$ cat src/rtl/vst_pkg.sv
// vst_pkg: shared types and codes of the volume/server table.
// Used by the channel interfaces and the table unit; depends on nothing.
package vst_pkg;

    localparam int unsigned VST_TABLE_DEPTH = 16;
    localparam int unsigned VST_SLOT_W      = 4;

    // opcodes
    localparam logic [1:0] OP_INSERT = 2'd0;
    localparam logic [1:0] OP_REMOVE = 2'd1;
    localparam logic [1:0] OP_LOOKUP = 2'd2;

    // result status codes
    localparam logic [2:0] ST_OK       = 3'd0;
    localparam logic [2:0] ST_DUP      = 3'd1;
    localparam logic [2:0] ST_FULL     = 3'd2;
    localparam logic [2:0] ST_MISMATCH = 3'd3;
    localparam logic [2:0] ST_MOUNTED  = 3'd4;
    localparam logic [2:0] ST_NOTFOUND = 3'd5;

    typedef struct packed {
        logic [1:0]  opcode;
        logic [31:0] vol_key;
        logic [31:0] root_obj;
        logic [63:0] srv_key;
        logic        still_mounted;
    } t_req;

    typedef struct packed {
        logic [2:0]            status;
        logic [63:0]           found_server;
        logic [31:0]           found_object;
        logic [VST_SLOT_W-1:0] slot_index;
    } t_rsp;

    typedef enum logic [1:0] {
        S_IDLE,
        S_SCAN,
        S_FINISH
    } t_state;

endpackage

$ cat src/rtl/vst_if.sv
// vst_if: valid/ready channels carrying request and response items.
// Depends on vst_pkg for the payload structs.
interface vst_req_if;
    import vst_pkg::*;
    logic valid;
    logic ready;
    t_req data;

    modport source (output valid, output data, input ready);
    modport sink   (input valid, input data, output ready);
endinterface

interface vst_rsp_if;
    import vst_pkg::*;
    logic valid;
    logic ready;
    t_rsp data;

    modport source (output valid, output data, input ready);
    modport sink   (input valid, input data, output ready);
endinterface

$ cat src/rtl/volume_server_table_unit.sv
// volume_server_table_unit: associative volume -> (root object, server) table.
// Depends on vst_pkg and the channel interfaces in vst_if.sv.
//
//  channel | dir | payload                                            | handshake
//  i_req   | in  | opcode, vol_key, root_obj, srv_key, still_mounted  | valid/ready
//  o_rsp   | out | status, found_server, found_object, slot_index     | valid/ready
//
// One slot is read per cycle through the single registered read port of the
// entry memory and compared against the key by one 32-bit comparator.
// A hit ends the scan at the matching slot; a miss (and every insert of a new
// volume) reads all TABLE_DEPTH slots before the result is formed.
// Reset clears the valid bits at once; no clearing pass is needed.
// The result register holds a result until taken; a new item is taken as soon
// as the unit is idle, and a finished scan waits while the previous result is unread.
module volume_server_table_unit #(
    parameter int unsigned TABLE_DEPTH = vst_pkg::VST_TABLE_DEPTH
) (
    input  logic       i_clk,
    input  logic       i_rst_n,
    vst_req_if.sink    i_req,
    vst_rsp_if.source  o_rsp
);
    import vst_pkg::*;

    localparam int unsigned AW = $clog2(TABLE_DEPTH);
    localparam logic [AW-1:0] LAST = AW'(TABLE_DEPTH - 1);

    // entry memory
    logic [31:0] r_mem_volume [TABLE_DEPTH];
    logic [31:0] r_mem_object [TABLE_DEPTH];
    logic [63:0] r_mem_server [TABLE_DEPTH];
    logic [TABLE_DEPTH-1:0] r_valid;

    t_state      r_state, n_state;

    // latched request
    logic [1:0]  r_op;
    logic [31:0] r_vol;
    logic [31:0] r_obj;
    logic [63:0] r_srv;
    logic        r_mounted;

    // scan pipeline
    logic [AW-1:0] r_addr;
    logic          r_issue_live;
    logic [AW-1:0] r_cmp_idx;
    logic          r_cmp_live;
    logic          r_cmp_vbit;
    logic [31:0]   r_rd_vol;
    logic [31:0]   r_rd_obj;
    logic [63:0]   r_rd_srv;

    logic          r_free_found;
    logic [AW-1:0] r_free_idx;
    logic          r_match_found;
    logic [AW-1:0] r_match_idx;

    logic r_out_valid;
    t_rsp r_out;

    logic accept;
    logic hit;
    logic rd_en;
    logic out_free;
    logic finish;
    logic do_write;
    logic do_clear;
    t_rsp n_out;

    assign accept   = i_req.valid && i_req.ready;
    assign out_free = !r_out_valid || o_rsp.ready;

    assign o_rsp.valid = r_out_valid;
    assign o_rsp.data  = r_out;

    // sequencer and result decode
    always_comb begin
        n_state     = r_state;
        i_req.ready = 1'b0;
        hit         = 1'b0;
        rd_en       = 1'b0;
        finish      = 1'b0;
        do_write    = 1'b0;
        do_clear    = 1'b0;
        n_out       = '0;
        n_out.status = ST_NOTFOUND;

        case (r_op)
            OP_INSERT: begin
                if (r_match_found) begin
                    n_out.status     = ST_DUP;
                    n_out.slot_index = VST_SLOT_W'(r_match_idx);
                end else if (r_free_found) begin
                    n_out.status     = ST_OK;
                    n_out.slot_index = VST_SLOT_W'(r_free_idx);
                    do_write         = 1'b1;
                end else begin
                    n_out.status = ST_FULL;
                end
            end
            OP_REMOVE: begin
                if (r_match_found) begin
                    n_out.slot_index = VST_SLOT_W'(r_match_idx);
                    if (r_rd_srv != r_srv) begin
                        n_out.status = ST_MISMATCH;
                    end else if (r_mounted) begin
                        n_out.status = ST_MOUNTED;
                    end else begin
                        n_out.status = ST_OK;
                        do_clear     = 1'b1;
                    end
                end
            end
            OP_LOOKUP: begin
                if (r_match_found) begin
                    n_out.status       = ST_OK;
                    n_out.found_server = r_rd_srv;
                    n_out.found_object = r_rd_obj;
                    n_out.slot_index   = VST_SLOT_W'(r_match_idx);
                end
            end
            default: begin
            end
        endcase

        case (r_state)
            S_IDLE: begin
                i_req.ready = 1'b1;
                if (i_req.valid) begin
                    n_state = S_SCAN;
                end
            end
            S_SCAN: begin
                hit   = r_cmp_live && r_cmp_vbit && (r_rd_vol == r_vol);
                // hold the read data of a hit for the finish step
                rd_en = r_issue_live && !hit;
                if (hit || (r_cmp_live && r_cmp_idx == LAST)) begin
                    n_state = S_FINISH;
                end
            end
            S_FINISH: begin
                if (out_free) begin
                    finish  = 1'b1;
                    n_state = S_IDLE;
                end
            end
            default: begin
                n_state = S_IDLE;
            end
        endcase

        if (!finish) begin
            do_write = 1'b0;
            do_clear = 1'b0;
        end
    end

    always_ff @(posedge i_clk) begin
        if (!i_rst_n) begin
            r_state <= S_IDLE;
        end else begin
            r_state <= n_state;
        end
    end

    // request latch
    always_ff @(posedge i_clk) begin
        if (accept) begin
            r_op      <= i_req.data.opcode;
            r_vol     <= i_req.data.vol_key;
            r_obj     <= i_req.data.root_obj;
            r_srv     <= i_req.data.srv_key;
            r_mounted <= i_req.data.still_mounted;
        end
    end

    // scan control
    always_ff @(posedge i_clk) begin
        if (!i_rst_n) begin
            r_issue_live  <= 1'b0;
            r_cmp_live    <= 1'b0;
            r_free_found  <= 1'b0;
            r_match_found <= 1'b0;
        end else if (accept) begin
            r_issue_live  <= 1'b1;
            r_cmp_live    <= 1'b0;
            r_free_found  <= 1'b0;
            r_match_found <= 1'b0;
        end else if (r_state == S_SCAN) begin
            r_cmp_live <= rd_en;
            if (rd_en && r_addr == LAST) begin
                r_issue_live <= 1'b0;
            end
            if (rd_en && !r_valid[r_addr] && !r_free_found) begin
                r_free_found <= 1'b1;
            end
            if (hit) begin
                r_match_found <= 1'b1;
                r_issue_live  <= 1'b0;
            end
        end
    end

    always_ff @(posedge i_clk) begin
        if (accept) begin
            r_addr <= '0;
        end else if (rd_en) begin
            r_addr     <= r_addr + AW'(1);
            r_cmp_idx  <= r_addr;
            r_cmp_vbit <= r_valid[r_addr];
            if (!r_valid[r_addr] && !r_free_found) begin
                r_free_idx <= r_addr;
            end
        end
        if (hit) begin
            r_match_idx <= r_cmp_idx;
        end
    end

    // entry memory: one write port, one registered read port
    always_ff @(posedge i_clk) begin
        if (do_write) begin
            r_mem_volume[r_free_idx] <= r_vol;
            r_mem_object[r_free_idx] <= r_obj;
            r_mem_server[r_free_idx] <= r_srv;
        end
        if (rd_en) begin
            r_rd_vol <= r_mem_volume[r_addr];
            r_rd_obj <= r_mem_object[r_addr];
            r_rd_srv <= r_mem_server[r_addr];
        end
    end

    always_ff @(posedge i_clk) begin
        if (!i_rst_n) begin
            r_valid <= '0;
        end else if (do_write) begin
            r_valid[r_free_idx] <= 1'b1;
        end else if (do_clear) begin
            r_valid[r_match_idx] <= 1'b0;
        end
    end

    // result register
    always_ff @(posedge i_clk) begin
        if (!i_rst_n) begin
            r_out_valid <= 1'b0;
        end else if (finish) begin
            r_out_valid <= 1'b1;
        end else if (o_rsp.ready) begin
            r_out_valid <= 1'b0;
        end
    end

    always_ff @(posedge i_clk) begin
        if (finish) begin
            r_out <= n_out;
        end
    end

`ifndef SYNTHESIS
    a_valid_only_at_finish: assert property (@(posedge i_clk) disable iff (!i_rst_n)
        $past(i_rst_n) && !$past(finish) |-> $stable(r_valid))
        else $error("valid bits changed outside the finish step");

    a_insert_adds_one: assert property (@(posedge i_clk) disable iff (!i_rst_n)
        do_write |=> $countones(r_valid) == $past($countones(r_valid)) + 1)
        else $error("insert did not occupy exactly one free slot");

    a_full_means_full: assert property (@(posedge i_clk) disable iff (!i_rst_n)
        finish && n_out.status == ST_FULL |-> &r_valid)
        else $error("table full reported with a free slot");

    a_match_is_valid: assert property (@(posedge i_clk) disable iff (!i_rst_n)
        r_state == S_FINISH && r_match_found |-> r_valid[r_match_idx])
        else $error("matched slot is not valid");
`endif

endmodule

$ cat src/flat_wrapper.sv
// flat-port wrapper written by rule: the top's interface ports become plain ports
module volume_server_table_unit_flat import vst_pkg::*;
#(
    parameter int unsigned TABLE_DEPTH = vst_pkg::VST_TABLE_DEPTH
)
  (i_clk, i_rst_n, i_req_valid, i_req_data, i_req_ready, o_rsp_valid, o_rsp_data, o_rsp_ready);
  vst_req_if i_req_i ();
  vst_rsp_if o_rsp_i ();
  input  logic i_clk;
  input  logic i_rst_n;
  input wire logic [$bits(i_req_i.valid)-1:0] i_req_valid;
  input wire logic [$bits(i_req_i.data)-1:0] i_req_data;
  output wire logic [$bits(i_req_i.ready)-1:0] i_req_ready;
  output wire logic [$bits(o_rsp_i.valid)-1:0] o_rsp_valid;
  output wire logic [$bits(o_rsp_i.data)-1:0] o_rsp_data;
  input wire logic [$bits(o_rsp_i.ready)-1:0] o_rsp_ready;
  assign i_req_i.valid = i_req_valid;
  assign i_req_i.data = i_req_data;
  assign i_req_ready = i_req_i.ready;
  assign o_rsp_valid = o_rsp_i.valid;
  assign o_rsp_data = o_rsp_i.data;
  assign o_rsp_i.ready = o_rsp_ready;
  volume_server_table_unit #(.TABLE_DEPTH(TABLE_DEPTH)) u_core (.i_clk(i_clk), .i_rst_n(i_rst_n), .i_req(i_req_i), .o_rsp(o_rsp_i));
endmodule
$ cat config.mk
export PLATFORM = sky130hd
export DESIGN_NAME = volume_server_table_unit_flat
export DESIGN_NICKNAME = d
export VERILOG_FILES = /design/src/rtl/vst_pkg.sv /design/src/rtl/vst_if.sv /design/src/rtl/volume_server_table_unit.sv /design/src/flat_wrapper.sv
export SDC_FILE = /design/constraint.sdc
export NUM_CORES = 2
export LEC_CHECK = 0
export BUFFER_PORTS_ARGS = -buffer_cell sky130_fd_sc_hd__buf_2
export CAP_MARGIN = 10
export CORE_MARGIN = 2
export CORE_UTILIZATION = 42
export CTS_CLUSTER_DIAMETER = 100
export DETAILED_ROUTE_END_ITERATION = 7
export PLACE_DENSITY = 0.57
export SLEW_MARGIN = 5
export SYNTH_ARGS = -nofsm -noshare
export SYNTH_HDL_FRONTEND = slang
export SYNTH_SLANG_ARGS = --single-unit
export TNS_END_PERCENT = 1
$ cat constraint.sdc
create_clock -name i_clk -period 13.6 [get_ports i_clk]
set_input_delay 0.68 -clock i_clk [delete_from_list [all_inputs] [get_ports i_clk]]
set_output_delay 0.68 -clock i_clk [all_outputs]
set_load 0.02 [all_outputs]
Word-level counts from Yosys, hierarchy flattened --
Memory sizes are Yosys's and may differ from the RTL's. A register that Yosys moved wholly into a read port is not among the register bits. Index checks and enable logic that the tools add are counted.
Word-level totals: output and inout bits 105, flip-flop bits (word level) 274, bits in writable memories 2048, bits of input ports 135, word-level logic and storage cells 122, memories 3
Cells by class: reduce and logical (&&, ||, !) cells 31, multiplexer cells 45, $add $sub $neg 1, eq/ne operators 11, order comparisons 5, bitwise gates (word level) 5
Memory list:
- u_core.r_mem_server | depth 16, width 64, read ports 1, clocked after memory_dff 1, wr ports 1, RTL line volume_server_table_unit.sv:31 | logic [63:0] r_mem_server [TABLE_DEPTH];
- u_core.r_mem_object | depth 16, width 32, read ports 1, clocked after memory_dff 1, wr ports 1, RTL line volume_server_table_unit.sv:30 | logic [31:0] r_mem_object [TABLE_DEPTH];
- u_core.r_mem_volume | depth 16, width 32, read ports 1, clocked after memory_dff 1, wr ports 1, RTL line volume_server_table_unit.sv:29 | logic [31:0] r_mem_volume [TABLE_DEPTH];
Operators with widths (count):
- $mux 103 | 1
- $ne 64x64->1 | 1
- $eq 32x32->1 | 1
- $mux 16 | 2
- $mux 1 | 25
- $and 16x16->16 | 1
- $not 16->16 | 1
- $or 16x16->16 | 1
- $lt 4x5->1 const B | 3
- $mux 4 | 3
- $pmux 4 s3 | 1
- $logic_and 1x1->1 | 11
- $mux 2 | 5
- $reduce_and 2->1 | 5
- $mux 3 | 3
- $pmux 3 s3 | 1
- $demux 1 s4 | 2
- $eq 4x4->1 const B | 2
- $ge 4x1->1 const B | 2
- $pmux 2 s3 | 1
- $reduce_and 3->1 | 2
- $reduce_bool 2->1 | 3
- $add 4x1->4 const B | 1
- $bmux 1 s4 | 1
- other kinds (10) | 19

Longest topological paths before layout --
word-level depth 10, depth in mapped cells 7

Worst setup path before layout --
No wires, ideal clock.
path kind register to register, from register u_core.r_op[0], to register u_core.r_valid[3], arrival time 10.676 ns, setup time 0.106 ns, buffers on the path 1, stages on the path, launching flop included 8, slack 2.817 ns, period minus slack after synthesis 10.783 ns, cells stage by stage edfxtp_1 clkbuf_1 nor4b_4 and3_1 nand3_1 nor3_1 o21ai_0 a31oi_1
On the way: longest elaborated chain between the ends 4, elaborated cells between the ends (all ways) 8, those cells by class 1 x eq/ne; 5 x mux; 2 x reduce/logical
Ends and longest elaborated chain:
- from (decl) | RTL line volume_server_table_unit.sv:37 | logic [1:0] r_op;
- from (signal assigned) | RTL line volume_server_table_unit.sv:169 | r_op <= i_req.data.opcode;
- $eq 2x1->1 / $logic_not 2->1 (equally long branches) | RTL line volume_server_table_unit.sv:88 | case (r_op)
- $mux 1 | RTL line volume_server_table_unit.sv:88
- $mux 1 | RTL line volume_server_table_unit.sv:152 | if (!finish) begin
- $reduce_bool 2->1 (no source line) / $mux 16 (equally long branches)
- to (signal assigned) | RTL line volume_server_table_unit.sv:236 | r_valid <= '0;
- to (signal, indexed assignment) | RTL line volume_server_table_unit.sv:238 | r_valid[r_free_idx] <= 1'b1;
- to (signal, indexed assignment) | RTL line volume_server_table_unit.sv:240 | r_valid[r_match_idx] <= 1'b0;
- to (decl) | RTL line volume_server_table_unit.sv:32 | logic [TABLE_DEPTH-1:0] r_valid;
Parallel ways exist; a longest one is shown, timed or not. A chain may end at the register's enable or synchronous reset.

Worst setup path in the final report --
from register u_core.r_op[1], to memory u_core.r_mem_server[4][40] (enable)
On the way: longest elaborated chain between the ends 5
Ends and longest elaborated chain:
- $logic_not 2->1 | RTL line volume_server_table_unit.sv:88
- $mux 1 | RTL line volume_server_table_unit.sv:88
- $mux 1 | RTL line volume_server_table_unit.sv:152
- $mux 1 | RTL line volume_server_table_unit.sv:222 | if (do_write) begin
- $mux 1 (not written as such) | RTL line volume_server_table_unit.sv:225 | r_mem_server[r_free_idx] <= r_srv;
- to (decl) | RTL line volume_server_table_unit.sv:31
Every way passes these cells.

==> run summary <==
Post-Syn Nets = 3789
Hold Vio Cnt, Final = 0
Worst-Margin Slew = 1.224 ns
Clock buffer count from CTS = 241
Mapped Cells = 3653
Clock sinks = 2450
Seq/Total Area, Yosys = 80.29%
Crit start category = register
Status = complete, no violations
Mapped Area = 91300 um^2
Post-CTS Setup Inserts = 0
GP Congestion = 0.7445
Gr ovfl total = 0
Area growth syn-to-layout = 14.77%
Vias in the first global route = 42050
Width of the die = 470.2 um
Clock skew after layout = 0.03394 ns
Synth Warn # = 0
Reg area = 73320 um^2
Antenna viol nets, final = 0
Initial antenna violation count = 14
Share of post-route cells with drive strength above 1 = 30.70%
HPWL after detailed placement = 107000 um
Period utilization = 38.25%
Worst-path fanout max = 45
Max Root-Sink Buffers = 3
CP required = 14.07 ns
Hold Crit Class = input port to register
Synth Area per Inst = 24.99 um^2
MaxCap Viol Count = 0
Pre-antenna DRT Iters = 6
Post-cts resize count = 0
PwrDens = 149.8 nW/um^2
Number of distinct library cells after synthesis = 55
Reg clk slew, reported paths = 0.06 ns
Total track usage = 19.89%
CTS tree = built
Initial Util = 42.17%
Peak VDD IR = 124.0 uV
EDFF count, synth = 2423
Largest net degree at the start of global routing = 131
CTS H-tree lvls = 4
Vias = 40520
Post-route minimum period = 5.201 ns
Unrepaired setup endpoints after global routing = no
First-pass GRT wire length = 313300 um
Synth Flop Type = edfxtp_1
I/O pin count = 240
Clk root buf = clkbuf_16
Core area = 216500 um^2
1st-iter DRT viols = 4470
Relative slew slack = 18.25%
Total Neg Setup Slack = 0 ns
Area of the multi-input gates = 17290 um^2
Net count reported at finish = 4268
Wire per inst = 30.66 um
Critical Setup Path Class = register to register
LEAKAGE = 32.26 nW
Count of final setup violators = 0
Final wirelength = 220700 um
FP Rows = 171
Clock Latency Late Sink = 0.87 ns
Fmax = 192.3 MHz
Port buffer count = 239
DRC = 0
Asr flop ratio synth = 0%
Worst setup EP type = register
Fillers = 17430
Yosys reg bits = 2450
Slew Viols, Final = 0
Vias per cell = 5.629
Die Y-Extent = 470.2 um
Die ar. = 221100 um^2
Crit path DAT = 5.67 ns
Hold WS = 0.05766 ns
## cell families (layout without fill, tap and decap cells)
kind of cell	Yosys count	in the layout	share of synthesized area, %
DFF	2450	2450	80.29
buffers and inverters	174	856	0.9045
and+or+nand+nor	231	231	1.605
AOI/OAI and AO/OA	57	57	0.3796
other	0	9	0
adders and majority gates	1	1	0.01370
xor gates and xnor gates	92	92	0.8826
muxes	648	648	15.93
## per-layer routing
metal | vias to the layer above | track usage [%] | wire (um)
li1 | 16650 | - | -
met1 | 22250 | 27.97 | 93020
met2 | 1336 | 32.45 | 109900
met3 | 282 | 3.182 | 12700
met4 | 4 | 5.402 | 5047
met5 | - | 0 | 32
## cell usage after synthesis (6+ instances only)
library cell,n,area (um^2)
edfxtp_1,2423,72760
dfxtp_1,27,540.5
nand3_1,10,50.05
nor2_1,21,78.83
nand4_1,23,143.9
nor4_1,6,37.54
clkbuf_1,88,330.3
nand2_1,15,56.30
nand2b_1,8,50.05
nor2b_1,13,81.33
mux4_2,644,14500
nor3_1,7,35.03
a21oi_1,18,90.09
buf_2,44,220.2
a31oi_1,7,43.79
xnor2_1,87,762.0
inv_1,9,33.78
buf_4,23,172.7
and2_1,97,606.8
o21ai_0,18,90.09
## state kept, by name, summed over array words and instances (netlist names), 16 cells and up
signal / flops
u_core.r_mem_object: 512
u_core.r_rd_srv: 64
u_core.r_valid: 16
u_core.r_mem_volume: 512
u_core.r_srv: 64
u_core.r_rd_obj: 32
u_core.o_rsp.data: 103
u_core.r_mem_server: 1024
u_core.r_vol: 32
u_core.r_rd_vol: 32
u_core.r_obj: 32
## critical path, cell delays in order, from the launching register on
cell and delay, ns:
edfxtp_1 0.52, nor4b_4 0.43, nand3_1 0.18, or3_1 0.51, nor2_4 0.62, buf_4 0.79, buf_4 0.91, buf_4 0.73
## power breakdown
group	total (W)	switching (W)	internal, W
sequential	0.00849	0.000129	0.00836
clock	0.00654	0.00281	0.00373
combinational	0.000663	0.000298	0.000365
## through the flow
stage          cells  area (um^2)  worst slack [ns]  power (W)  util (%)
2_1_floorplan   3653        91300             2.817   0.009105         -
3_3_place_gp    6652        96130             8.340   0.009298     44.40
3_5_place_dp    6652        96130             8.342   0.009308     44.40
4_1_cts         7189       104800             8.337    0.01585     48.39
5_1_grt         7192       104800             8.176    0.01618     48.39
6_report        7198       104800             8.399    0.01569     48.40
## what timing repair did
| item | in CTS | in global routing |
|---|---|---|
| hold buffers | 91 | 0 |
| endpoints found under the setup margin | 0 | 0 |
| endpoints found under the hold margin | 91 | 0 |
## area by class of cell
class	count	share of cell area [%]
Sequential cell	2450	69.97
Inverter	10	0.05015
Multi-Input combinational cell	1029	16.50
Timing Repair Buffer	400	2.679
Antenna cell	9	0.02149
Clock inverter	154	1.327
Tap cell	2854	3.408
Clock buffer	292	6.048
## cells in the final DEF, fill, tap and decap left out, types with 12 or more instances in the layout
master and count:
nor2_1 12, dlygate4sd3_1 91, clkinv_1 65, bufinv_16 23, edfxtp_1 2423, buf_2 239
buf_4 56, o21ai_0 18, clkbuf_16 245, clkinv_2 47, and2_1 96, a21oi_1 18
mux4_2 644, clkbuf_1 44, buf_12 14, xnor2_1 87, nand2_1 15, dfxtp_1 23
nand4_1 23
## path summary, 6_finish.rpt
kind	from	endpoint	slack [ns]	depth (start not counted)
max	u_core.r_op[1]	u_core.r_mem_server[4][40]	8.40	7
max reg2reg	u_core.r_op[1]	u_core.r_mem_server[4][40]	8.40	7
min	i_req_data[11]	u_core.r_srv[10]	0.06	1
min reg2reg	u_core.r_cmp_idx[0]	u_core.r_match_idx[0]	0.44	0
Power figures use the tool's default switching activity.
